File: src/sv/gtl_pkg.sv
// Package for the graph triangle lister.
// Holds sizes, opcode and status codes, controller states and the
// command and status structs shared by the controller and the datapath.
package gtl_pkg;

  // Graph size and field widths.
  localparam int MAX_NODES = 8;
  localparam int NODE_W    = 3;
  localparam int ROW_W     = 1 << NODE_W;
  localparam int CNT_W     = 4;
  localparam int OP_W      = 2;
  localparam int STAT_W    = 2;
  localparam int CFG_IDX_W = 1;
  localparam int CFG_W     = 4;
  localparam int IN_W      = 8;
  localparam int OUT_W     = 16;

  // Input opcodes.
  localparam logic [OP_W-1:0] OP_INSERT = 2'd0;
  localparam logic [OP_W-1:0] OP_DELETE = 2'd1;
  localparam logic [OP_W-1:0] OP_LIST   = 2'd2;

  // Result status codes.
  localparam logic [STAT_W-1:0] ST_DONE   = 2'd0;
  localparam logic [STAT_W-1:0] ST_REJECT = 2'd1;
  localparam logic [STAT_W-1:0] ST_ABSENT = 2'd2;

  // Configuration register indexes.
  localparam logic [CFG_IDX_W-1:0] CFG_DIRECTED   = 1'd0;
  localparam logic [CFG_IDX_W-1:0] CFG_NODE_COUNT = 1'd1;

  // Controller states.
  typedef enum logic [2:0] {
    S_IDLE,
    S_EXEC,
    S_LOAD,
    S_SCAN,
    S_FLUSH
  } gtl_state_t;

  // Commands from the controller to the datapath.
  typedef struct packed {
    logic capture;
    logic load_a;
    logic load_s;
    logic step_c;
    logic next_s;
    logic take_hit;
    logic emit_single;
    logic emit_final;
  } gtl_cmd_t;

  // Status from the datapath to the controller.
  typedef struct packed {
    logic list_ok;
    logic a_last;
    logic slot_free;
    logic hit;
    logic c_end;
    logic s_end;
    logic pend_valid;
  } gtl_sts_t;

endpackage

File: src/sv/gtl_ctrl.sv
// Controller state machine of the graph triangle lister.
// Depends on gtl_pkg for the state type and the command/status structs.
module gtl_ctrl (
  input  logic              clk,
  input  logic              rst_n,
  input  logic              in_valid,
  output logic              in_ready,
  input  gtl_pkg::gtl_sts_t sts,
  output gtl_pkg::gtl_cmd_t cmd
);

  gtl_pkg::gtl_state_t state_r, state_nxt;
  logic                stall;

  // A hit that would push out a pending cycle waits for a free output slot.
  assign stall = sts.hit && sts.pend_valid && !sts.slot_free;

  // State register.
  always_ff @(posedge clk) begin
    if (!rst_n) begin
      state_r <= gtl_pkg::S_IDLE;
    end else begin
      state_r <= state_nxt;
    end
  end

  // Next state.
  always_comb begin
    state_nxt = state_r;
    case (state_r)
      gtl_pkg::S_IDLE: begin
        if (in_valid) state_nxt = gtl_pkg::S_EXEC;
      end
      gtl_pkg::S_EXEC: begin
        if (sts.list_ok) begin
          state_nxt = sts.a_last ? gtl_pkg::S_FLUSH : gtl_pkg::S_LOAD;
        end else if (sts.slot_free) begin
          state_nxt = gtl_pkg::S_IDLE;
        end
      end
      gtl_pkg::S_LOAD: begin
        state_nxt = gtl_pkg::S_SCAN;
      end
      gtl_pkg::S_SCAN: begin
        if (!stall && sts.c_end) begin
          state_nxt = sts.s_end ? gtl_pkg::S_FLUSH : gtl_pkg::S_LOAD;
        end
      end
      gtl_pkg::S_FLUSH: begin
        if (sts.slot_free) state_nxt = gtl_pkg::S_IDLE;
      end
      default: state_nxt = gtl_pkg::S_IDLE;
    endcase
  end

  // Outputs.
  always_comb begin
    cmd      = '0;
    in_ready = 1'b0;
    case (state_r)
      gtl_pkg::S_IDLE: begin
        in_ready    = 1'b1;
        cmd.capture = in_valid;
      end
      gtl_pkg::S_EXEC: begin
        cmd.load_a      = sts.list_ok;
        cmd.emit_single = !sts.list_ok && sts.slot_free;
      end
      gtl_pkg::S_LOAD: begin
        cmd.load_s = 1'b1;
      end
      gtl_pkg::S_SCAN: begin
        if (!stall) begin
          cmd.take_hit = sts.hit;
          cmd.step_c   = !sts.c_end;
          cmd.next_s   = sts.c_end && !sts.s_end;
        end
      end
      gtl_pkg::S_FLUSH: begin
        cmd.emit_final = sts.slot_free;
      end
      default: begin
        cmd = '0;
      end
    endcase
  end

endmodule

File: src/sv/gtl_datapath.sv
// Datapath of the graph triangle lister: adjacency rows, configuration,
// scan counters, the pending cycle and the output register.
// Depends on gtl_pkg for sizes, codes and the command/status structs.
module gtl_datapath (
  input  logic                           clk,
  input  logic                           rst_n,
  input  logic                           cfg_wr_en,
  input  logic [gtl_pkg::CFG_IDX_W-1:0]  cfg_index,
  input  logic [gtl_pkg::CFG_W-1:0]      cfg_wdata,
  input  logic [gtl_pkg::IN_W-1:0]       in_tdata,
  output logic                           out_tvalid,
  input  logic                           out_tready,
  output logic [gtl_pkg::OUT_W-1:0]      out_tdata,
  output logic                           out_tlast,
  input  gtl_pkg::gtl_cmd_t              cmd,
  output gtl_pkg::gtl_sts_t              sts
);

  localparam logic [gtl_pkg::NODE_W-1:0] LAST_NODE = gtl_pkg::NODE_W'(gtl_pkg::MAX_NODES - 1);
  localparam logic [gtl_pkg::CNT_W-1:0]  MAX_CNT   = gtl_pkg::CNT_W'(gtl_pkg::MAX_NODES);

  // Adjacency rows and configuration.
  logic [gtl_pkg::ROW_W-1:0]  adj_r [gtl_pkg::MAX_NODES];
  logic                       directed_r;
  logic [gtl_pkg::CNT_W-1:0]  node_count_r;

  // Captured transaction.
  logic [gtl_pkg::OP_W-1:0]   op_r;
  logic [gtl_pkg::NODE_W-1:0] a_r, b_r;

  // Scan state.
  logic [gtl_pkg::ROW_W-1:0]  row_a_r, row_s_r, col_a_r;
  logic [gtl_pkg::NODE_W-1:0] s_r, c_r;
  logic                       pend_valid_r;
  logic [gtl_pkg::NODE_W-1:0] pend_s_r, pend_c_r;

  // Output register.
  logic                       out_valid_r;
  logic [gtl_pkg::STAT_W-1:0] out_status_r;
  logic                       out_found_r;
  logic [gtl_pkg::NODE_W-1:0] out_n1_r, out_n2_r, out_n3_r;
  logic                       out_last_r;

  logic [gtl_pkg::CNT_W-1:0]  n_eff;
  logic                       a_ok, b_ok, s_ok, c_ok;
  logic [gtl_pkg::ROW_W-1:0]  rd_row, col_a;
  logic                       is_edge_op, edge_ok, edge_present;
  logic [gtl_pkg::STAT_W-1:0] single_status;
  logic                       do_write, hit, slot_free, out_load;

  // Effective node count and range checks.
  assign n_eff = (node_count_r > MAX_CNT) ? MAX_CNT : node_count_r;
  assign a_ok  = {1'b0, a_r} < n_eff;
  assign b_ok  = {1'b0, b_r} < n_eff;
  assign s_ok  = {1'b0, s_r} < n_eff;
  assign c_ok  = {1'b0, c_r} < n_eff;

  // Single read address: node a while executing, node s while loading a row.
  always_comb begin
    logic [gtl_pkg::NODE_W-1:0] rd_addr;
    rd_addr = cmd.load_s ? s_r : a_r;
    rd_row  = '0;
    if (rd_addr <= LAST_NODE) rd_row = adj_r[rd_addr];
  end

  // Column a of the matrix: which nodes have an edge into node a.
  always_comb begin
    col_a = '0;
    for (int i = 0; i < gtl_pkg::MAX_NODES; i++) begin
      col_a[i] = adj_r[i][a_r];
    end
  end

  // Edge command checks and the single-result status.
  assign is_edge_op   = (op_r == gtl_pkg::OP_INSERT) || (op_r == gtl_pkg::OP_DELETE);
  assign edge_ok      = a_ok && b_ok && (a_r != b_r);
  assign edge_present = rd_row[b_r];

  always_comb begin
    single_status = gtl_pkg::ST_REJECT;
    if (is_edge_op && edge_ok) begin
      if (op_r == gtl_pkg::OP_DELETE && !edge_present) begin
        single_status = gtl_pkg::ST_ABSENT;
      end else begin
        single_status = gtl_pkg::ST_DONE;
      end
    end
  end

  assign do_write = cmd.emit_single && is_edge_op && (single_status == gtl_pkg::ST_DONE);

  // Cycle test for the current (s, c) pair.
  always_comb begin
    logic close;
    if (directed_r) begin
      close = row_s_r[c_r] && col_a_r[c_r];
    end else begin
      close = (c_r > s_r) && row_a_r[c_r] && row_s_r[c_r];
    end
    hit = row_a_r[s_r] && s_ok && c_ok && (c_r != s_r) && close;
  end

  assign slot_free = !out_valid_r || out_tready;
  assign out_load  = cmd.emit_single || cmd.emit_final || (cmd.take_hit && pend_valid_r);

  // Status to the controller.
  always_comb begin
    sts            = '0;
    sts.list_ok    = (op_r == gtl_pkg::OP_LIST) && a_ok;
    sts.a_last     = (a_r == LAST_NODE);
    sts.slot_free  = slot_free;
    sts.hit        = hit;
    sts.c_end      = (c_r == LAST_NODE);
    sts.s_end      = (s_r == LAST_NODE);
    sts.pend_valid = pend_valid_r;
  end

  // Configuration registers.
  always_ff @(posedge clk) begin
    if (!rst_n) begin
      directed_r   <= 1'b0;
      node_count_r <= '0;
    end else if (cfg_wr_en) begin
      case (cfg_index)
        gtl_pkg::CFG_DIRECTED:   directed_r   <= cfg_wdata[0];
        gtl_pkg::CFG_NODE_COUNT: node_count_r <= cfg_wdata;
        default: ;
      endcase
    end
  end

  // Adjacency rows: each row updates on its own index.
  always_ff @(posedge clk) begin
    if (!rst_n) begin
      for (int i = 0; i < gtl_pkg::MAX_NODES; i++) adj_r[i] <= '0;
    end else if (do_write) begin
      for (int i = 0; i < gtl_pkg::MAX_NODES; i++) begin
        if (gtl_pkg::NODE_W'(i) == a_r) begin
          adj_r[i][b_r] <= (op_r == gtl_pkg::OP_INSERT);
        end
        if (!directed_r && gtl_pkg::NODE_W'(i) == b_r) begin
          adj_r[i][a_r] <= (op_r == gtl_pkg::OP_INSERT);
        end
      end
    end
  end

  // Transaction capture and scan registers.
  always_ff @(posedge clk) begin
    if (cmd.capture) begin
      op_r <= in_tdata[1:0];
      a_r  <= in_tdata[4:2];
      b_r  <= in_tdata[7:5];
    end
    if (cmd.load_a) begin
      row_a_r <= rd_row;
      col_a_r <= col_a;
      s_r     <= a_r + 1'b1;
    end else if (cmd.next_s) begin
      s_r <= s_r + 1'b1;
    end
    if (cmd.load_s) begin
      row_s_r <= rd_row;
      c_r     <= a_r + 1'b1;
    end else if (cmd.step_c) begin
      c_r <= c_r + 1'b1;
    end
    if (cmd.take_hit) begin
      pend_s_r <= s_r;
      pend_c_r <= c_r;
    end
  end

  // Pending cycle flag.
  always_ff @(posedge clk) begin
    if (!rst_n) begin
      pend_valid_r <= 1'b0;
    end else if (cmd.load_a || cmd.emit_final) begin
      pend_valid_r <= 1'b0;
    end else if (cmd.take_hit) begin
      pend_valid_r <= 1'b1;
    end
  end

  // Output register valid.
  always_ff @(posedge clk) begin
    if (!rst_n) begin
      out_valid_r <= 1'b0;
    end else if (out_load) begin
      out_valid_r <= 1'b1;
    end else if (out_tready) begin
      out_valid_r <= 1'b0;
    end
  end

  // Output register payload.
  always_ff @(posedge clk) begin
    if (cmd.emit_single) begin
      out_status_r <= single_status;
      out_found_r  <= 1'b0;
      out_n1_r     <= '0;
      out_n2_r     <= '0;
      out_n3_r     <= '0;
      out_last_r   <= 1'b1;
    end else if (out_load) begin
      out_status_r <= gtl_pkg::ST_DONE;
      out_found_r  <= pend_valid_r;
      out_n1_r     <= pend_valid_r ? a_r : '0;
      out_n2_r     <= pend_valid_r ? pend_s_r : '0;
      out_n3_r     <= pend_valid_r ? pend_c_r : '0;
      out_last_r   <= cmd.emit_final;
    end
  end

  assign out_tvalid = out_valid_r;
  assign out_tlast  = out_last_r;
  assign out_tdata  = {4'b0000, out_n3_r, out_n2_r, out_n1_r, out_found_r, out_status_r};

  // A result is loaded only into a free output slot.
  a_no_overwrite: assert property (@(posedge clk) disable iff (!rst_n)
    out_load |-> slot_free)
    else $error("result loaded over an undelivered result");

  // The final result of a listing carries the last mark.
  a_final_last: assert property (@(posedge clk) disable iff (!rst_n)
    cmd.emit_final |=> (out_valid_r && out_tlast))
    else $error("final listing result lacks last mark");

  // A cycle displaced by a newer hit goes out as a non-final found result.
  a_displaced: assert property (@(posedge clk) disable iff (!rst_n)
    (cmd.take_hit && pend_valid_r) |=> (out_valid_r && out_found_r && !out_tlast))
    else $error("displaced cycle not emitted correctly");

endmodule

File: src/sv/graph_triangle_lister.sv
// Top level of the graph triangle lister.
// Depends on gtl_pkg, gtl_ctrl and gtl_datapath.
//
// Keeps an adjacency bit matrix of up to eight nodes and takes one
// transaction at a time. An insert, delete or rejected command passes through
// the execute state, where its single result enters the output register once
// the output slot is free. A listing from node a loads one adjacency row per
// second node and tests one third node per cycle while no hit waits for a free
// output slot. Results leave through an output register, so the next
// transaction is taken while the last result is still waiting to be read.
module graph_triangle_lister (
  input  logic                          clk,
  input  logic                          rst_n,
  // Configuration write port.
  input  logic                          cfg_wr_en,
  input  logic [gtl_pkg::CFG_IDX_W-1:0] cfg_index,
  input  logic [gtl_pkg::CFG_W-1:0]     cfg_wdata,
  // Command stream.
  input  logic                          in_tvalid,
  output logic                          in_tready,
  // Fields from bit 0: opcode[1:0], node_a[4:2], node_b[7:5].
  input  logic [gtl_pkg::IN_W-1:0]      in_tdata,
  // Result stream.
  output logic                          out_tvalid,
  input  logic                          out_tready,
  // Fields from bit 0: status[1:0], found[2], first_node[5:3],
  // second_node[8:6], third_node[11:9], zero fill[15:12].
  output logic [gtl_pkg::OUT_W-1:0]     out_tdata,
  output logic                          out_tlast
);

  gtl_pkg::gtl_cmd_t cmd;
  gtl_pkg::gtl_sts_t sts;

  // Sequencer.
  gtl_ctrl u_ctrl (
    .clk      (clk),
    .rst_n    (rst_n),
    .in_valid (in_tvalid),
    .in_ready (in_tready),
    .sts      (sts),
    .cmd      (cmd)
  );

  // Matrix, scan counters and output register.
  gtl_datapath u_dp (
    .clk        (clk),
    .rst_n      (rst_n),
    .cfg_wr_en  (cfg_wr_en),
    .cfg_index  (cfg_index),
    .cfg_wdata  (cfg_wdata),
    .in_tdata   (in_tdata),
    .out_tvalid (out_tvalid),
    .out_tready (out_tready),
    .out_tdata  (out_tdata),
    .out_tlast  (out_tlast),
    .cmd        (cmd),
    .sts        (sts)
  );

endmodule
File: config.mk
export PLATFORM = sky130hd
export DESIGN_NAME = graph_triangle_lister
export DESIGN_NICKNAME = d
export VERILOG_FILES = /design/src/sv/gtl_pkg.sv /design/src/sv/gtl_ctrl.sv /design/src/sv/gtl_datapath.sv /design/src/sv/graph_triangle_lister.sv
export SDC_FILE = /design/constraint.sdc
export NUM_CORES = 1
export LEC_CHECK = 0
export BUFFER_PORTS_ARGS = -buffer_cell sky130_fd_sc_hd__buf_2
export CAP_MARGIN = 25
export CELL_PAD_IN_SITES_DETAIL_PLACEMENT = 1
export CELL_PAD_IN_SITES_GLOBAL_PLACEMENT = 1
export CORE_MARGIN = 3
export CORE_UTILIZATION = 50
export CTS_BUF_LIST = sky130_fd_sc_hd__clkbuf_8
export CTS_CLUSTER_SIZE = 24
export DETAILED_ROUTE_END_ITERATION = 6
export GPL_ROUTABILITY_DRIVEN = 0
export PLACE_DENSITY_LB_ADDON = 0.05
export SLEW_MARGIN = 20
export SYNTH_ARGS = -nofsm -noshare
export SYNTH_HDL_FRONTEND = slang
export SYNTH_SLANG_ARGS = --single-unit
File: constraint.sdc
create_clock -name clk -period 7.31 [get_ports clk]
set_input_delay 0.731 -clock clk [delete_from_list [all_inputs] [get_ports clk]]
set_output_delay 0.731 -clock clk [all_outputs]
set_load 0.01 [all_outputs]
==> summary.txt <==
Crit path launch type: register
Buffer and inverter count on the worst path: 3
Main synth FF type: edfxtp_1
Final min period: 4630 ps
Synth top area cells: edfxtp_1 (40%), a22oi_1 (7.0%), mux4_2 (7.0%)
Count leader, synth: edfxtp_1
Synth cell types: 72
Worst path arrival time: 4820 ps
Area Overhead vs Synth: 8.37%
CP max-delay cell: dfxtp_1
Mapped Area: 8330 sq um
DR iter-0 viols: 834
Post-Syn Instances: 784
Leak: 2.99 nW
Pwr per Cell Area: 195 nW/um^2
Failing checks: design-rule violations
Synth warn: 0
Critical Path RT: 7500 ps
Final setup violating endpoints: 0
Fillcell total: 1755
Fin Hold WS: 423 ps
Synth top area share: 39.7%
Max_slew headroom: 37.3%
CTS Root Cell: clkbuf_8
Chip Width: 135 microns
Vias in the first global route: 7194
Clock Skews: 9.83 ps
Io pins: 37
Largest area contributor in the netlist: edfxtp_1
Detailed-route DRC error count: 1
Slew Viols, Final: 0
First-pass GRT wire length: 43100 microns
Initial antenna violation count: 1
Post-CTS setup buffer count: 0
RSZ-0062 raised after global routing: no
CTS buffer count: 17
Slew @ Worst Pin: 939 ps
Nets: 824
Register bit total from synthesis: 131
Gr usage total: 31.3%
Post-route clock period utilization: 63.4%
Status: complete, but fails checks
Clk slew on worst S/H paths: 80 ps
Final hold violations: 0
Asr flop ratio synth: 0%
Synth top cells by count: edfxtp_1 (110), a22oi_1 (78), nand2_1 (69)
R2R depth: 11
Ant diodes: 0
DRT Wirelength: 27800 microns
Kind of critical path: reg2reg
CTS tree: done
Pin count of the biggest net entering global routing: 105
PortBufs: 32
Share of cells above drive strength 1: 20.7%
Worst path depth: 11
CORE AREA: 16100 sq um
CTS resizes: 0
Hold Path Depth: 1
Max incr delay on CP: 620 ps
Max Freq: 0.216 GHz
Average size of a mapped cell: 10.6 sq um
Initial Util: 51.7%
Worst Path Max Fanout: 82
Number of synthesized flops with an enable pin: 110
Avg WL per Cell: 27.4 microns
Crit path cell chain: or3b_4 -> inv_4 -> mux2i_4 -> mux4_2 -> mux2i_1 -> o221ai_1 -> a2111o_2 -> o21ai_4 -> buf_4 -> buf_16 -> o21ai_0
Via Count: 7133
Worst min path class: in2reg
Number of nets with antenna violations after routing: 0
Register area share after synthesis: 44.7%
Routed vias/inst: 7.03
Max Cap Viol: 0
H-tree Lvls: 4
Pre-antenna DRT Iters: 7
Peak VDD IR: 0.000113 V
Worst-Skew Late Latency: 480 ps
GRT overflow: 0
# rows: 46
Final TNS setup: 0 ps
Bufs on Longest Clock Path: 2
Final design utilization: 56.0%
Die area: 18200 sq um
Clock sinks: 131
Worst path top cell family by delay: multiplexers
Hold Buf Count CTS: 0
Final HPWL DP: 19300 microns
Die Y: 135 microns
Crit end category: register
-- layer usage --
layer | up-vias | GRT usage, % | part of all wire, %
met3 | 74 | 8.31 | 9.3
met5 | - | 0 | 0.054
met1 | 3628 | 42.3 | 40
met4 | 2 | 10.2 | 3.2
li1 | 3069 | - | -
met2 | 360 | 49.7 | 47
-- flip-flops by register name, summed over array words and instances, names as in the netlist --
name / count
u_dp.out_n1_r: 3
u_dp.row_s_r: 8
u_dp.a_r: 3
u_dp.col_a_r: 8
u_dp.out_found_r: 1
u_dp.pend_valid_r: 1
u_dp.pend_s_r: 3
u_dp.row_a_r: 8
u_dp.out_tvalid: 1
u_dp.op_r: 2
u_ctrl.state_r: 3
u_dp.out_n3_r: 3
u_dp.s_r: 3
u_dp.out_status_r: 2
u_dp.directed_r: 1
u_dp.node_count_r: 4
u_dp.pend_c_r: 3
u_dp.c_r: 3
u_dp.out_tlast: 1
u_dp.adj_r: 64
u_dp.out_n2_r: 3
u_dp.b_r: 3
-- final cells by class --
type | count | area, sq um | share of cell area (%)
tap | 216 | 270 | 2.99
timing repair buffer | 59 | 373 | 4.13
sequential | 131 | 3720 | 41.2
clock inverter | 15 | 183 | 2.02
clock buffer | 17 | 234 | 2.59
inverter | 17 | 66.3 | 0.735
multi-input combinational | 559 | 4180 | 46.3
-- per-stage QoR --
stage	std cells	setup slack, ps	power, mW	instance area [sq um]
after global placement	977	2710	1.09	8560
after global routing	1014	2410	1.83	9030
final	1014	2680	1.76	9030
after detailed placement	979	2540	1.10	8570
after floorplan	787	3930	1.02	8340
after CTS	1011	2480	1.76	8990
-- cell families after synthesis --
group | synth area share (%)
mux | 11.8
simple gates | 16.2
other cells | 0.0450
compound gates | 18.2
flops | 44.7
buf+inv | 5.62
fa+ha+maj | 3.15
xor+xnor | 0.315
-- final timing paths --
kind | startpoint | endpoint | slack [ps]
worst max-delay path | u_ctrl.state_r[1]$_SDFFE_PN0P_ | u_dp.adj_r[5][3]$_DFFE_PP_ | 2680
worst min-delay path | in_tdata[3] | u_dp.a_r[1]$_DFFE_PP_ | 420
worst max register to register | u_ctrl.state_r[1]$_SDFFE_PN0P_ | u_dp.adj_r[5][3]$_DFFE_PP_ | 2680
worst min register to register | u_dp.out_tlast$_SDFFE_PP1P_ | u_dp.out_tlast$_SDFFE_PP1P_ | 450
-- cells in the final DEF (no fill, tap or decap), types with 17 or more instances in the layout --
| cell | count |
|---|---|
| a22oi_1 | 78 |
| clkbuf_8 | 17 |
| dfxtp_1 | 21 |
| mux2_2 | 17 |
| ha_1 | 21 |
| nand3_1 | 19 |
| o21ai_0 | 59 |
| mux4_2 | 26 |
| buf_2 | 34 |
| nor4_1 | 33 |
| edfxtp_1 | 110 |
| a21oi_1 | 19 |
| nor2_1 | 37 |
| buf_4 | 22 |
| mux2i_1 | 17 |
| nand2_1 | 69 |
-- where the power goes --
group,internal [mW],total (mW),switching [mW]
sequential,0.835,0.865,0.0304
combinational,0.0749,0.230,0.156
clock,0.339,0.663,0.324
total,1.25,1.76,0.510
Power figures use the tool's default switching activity.
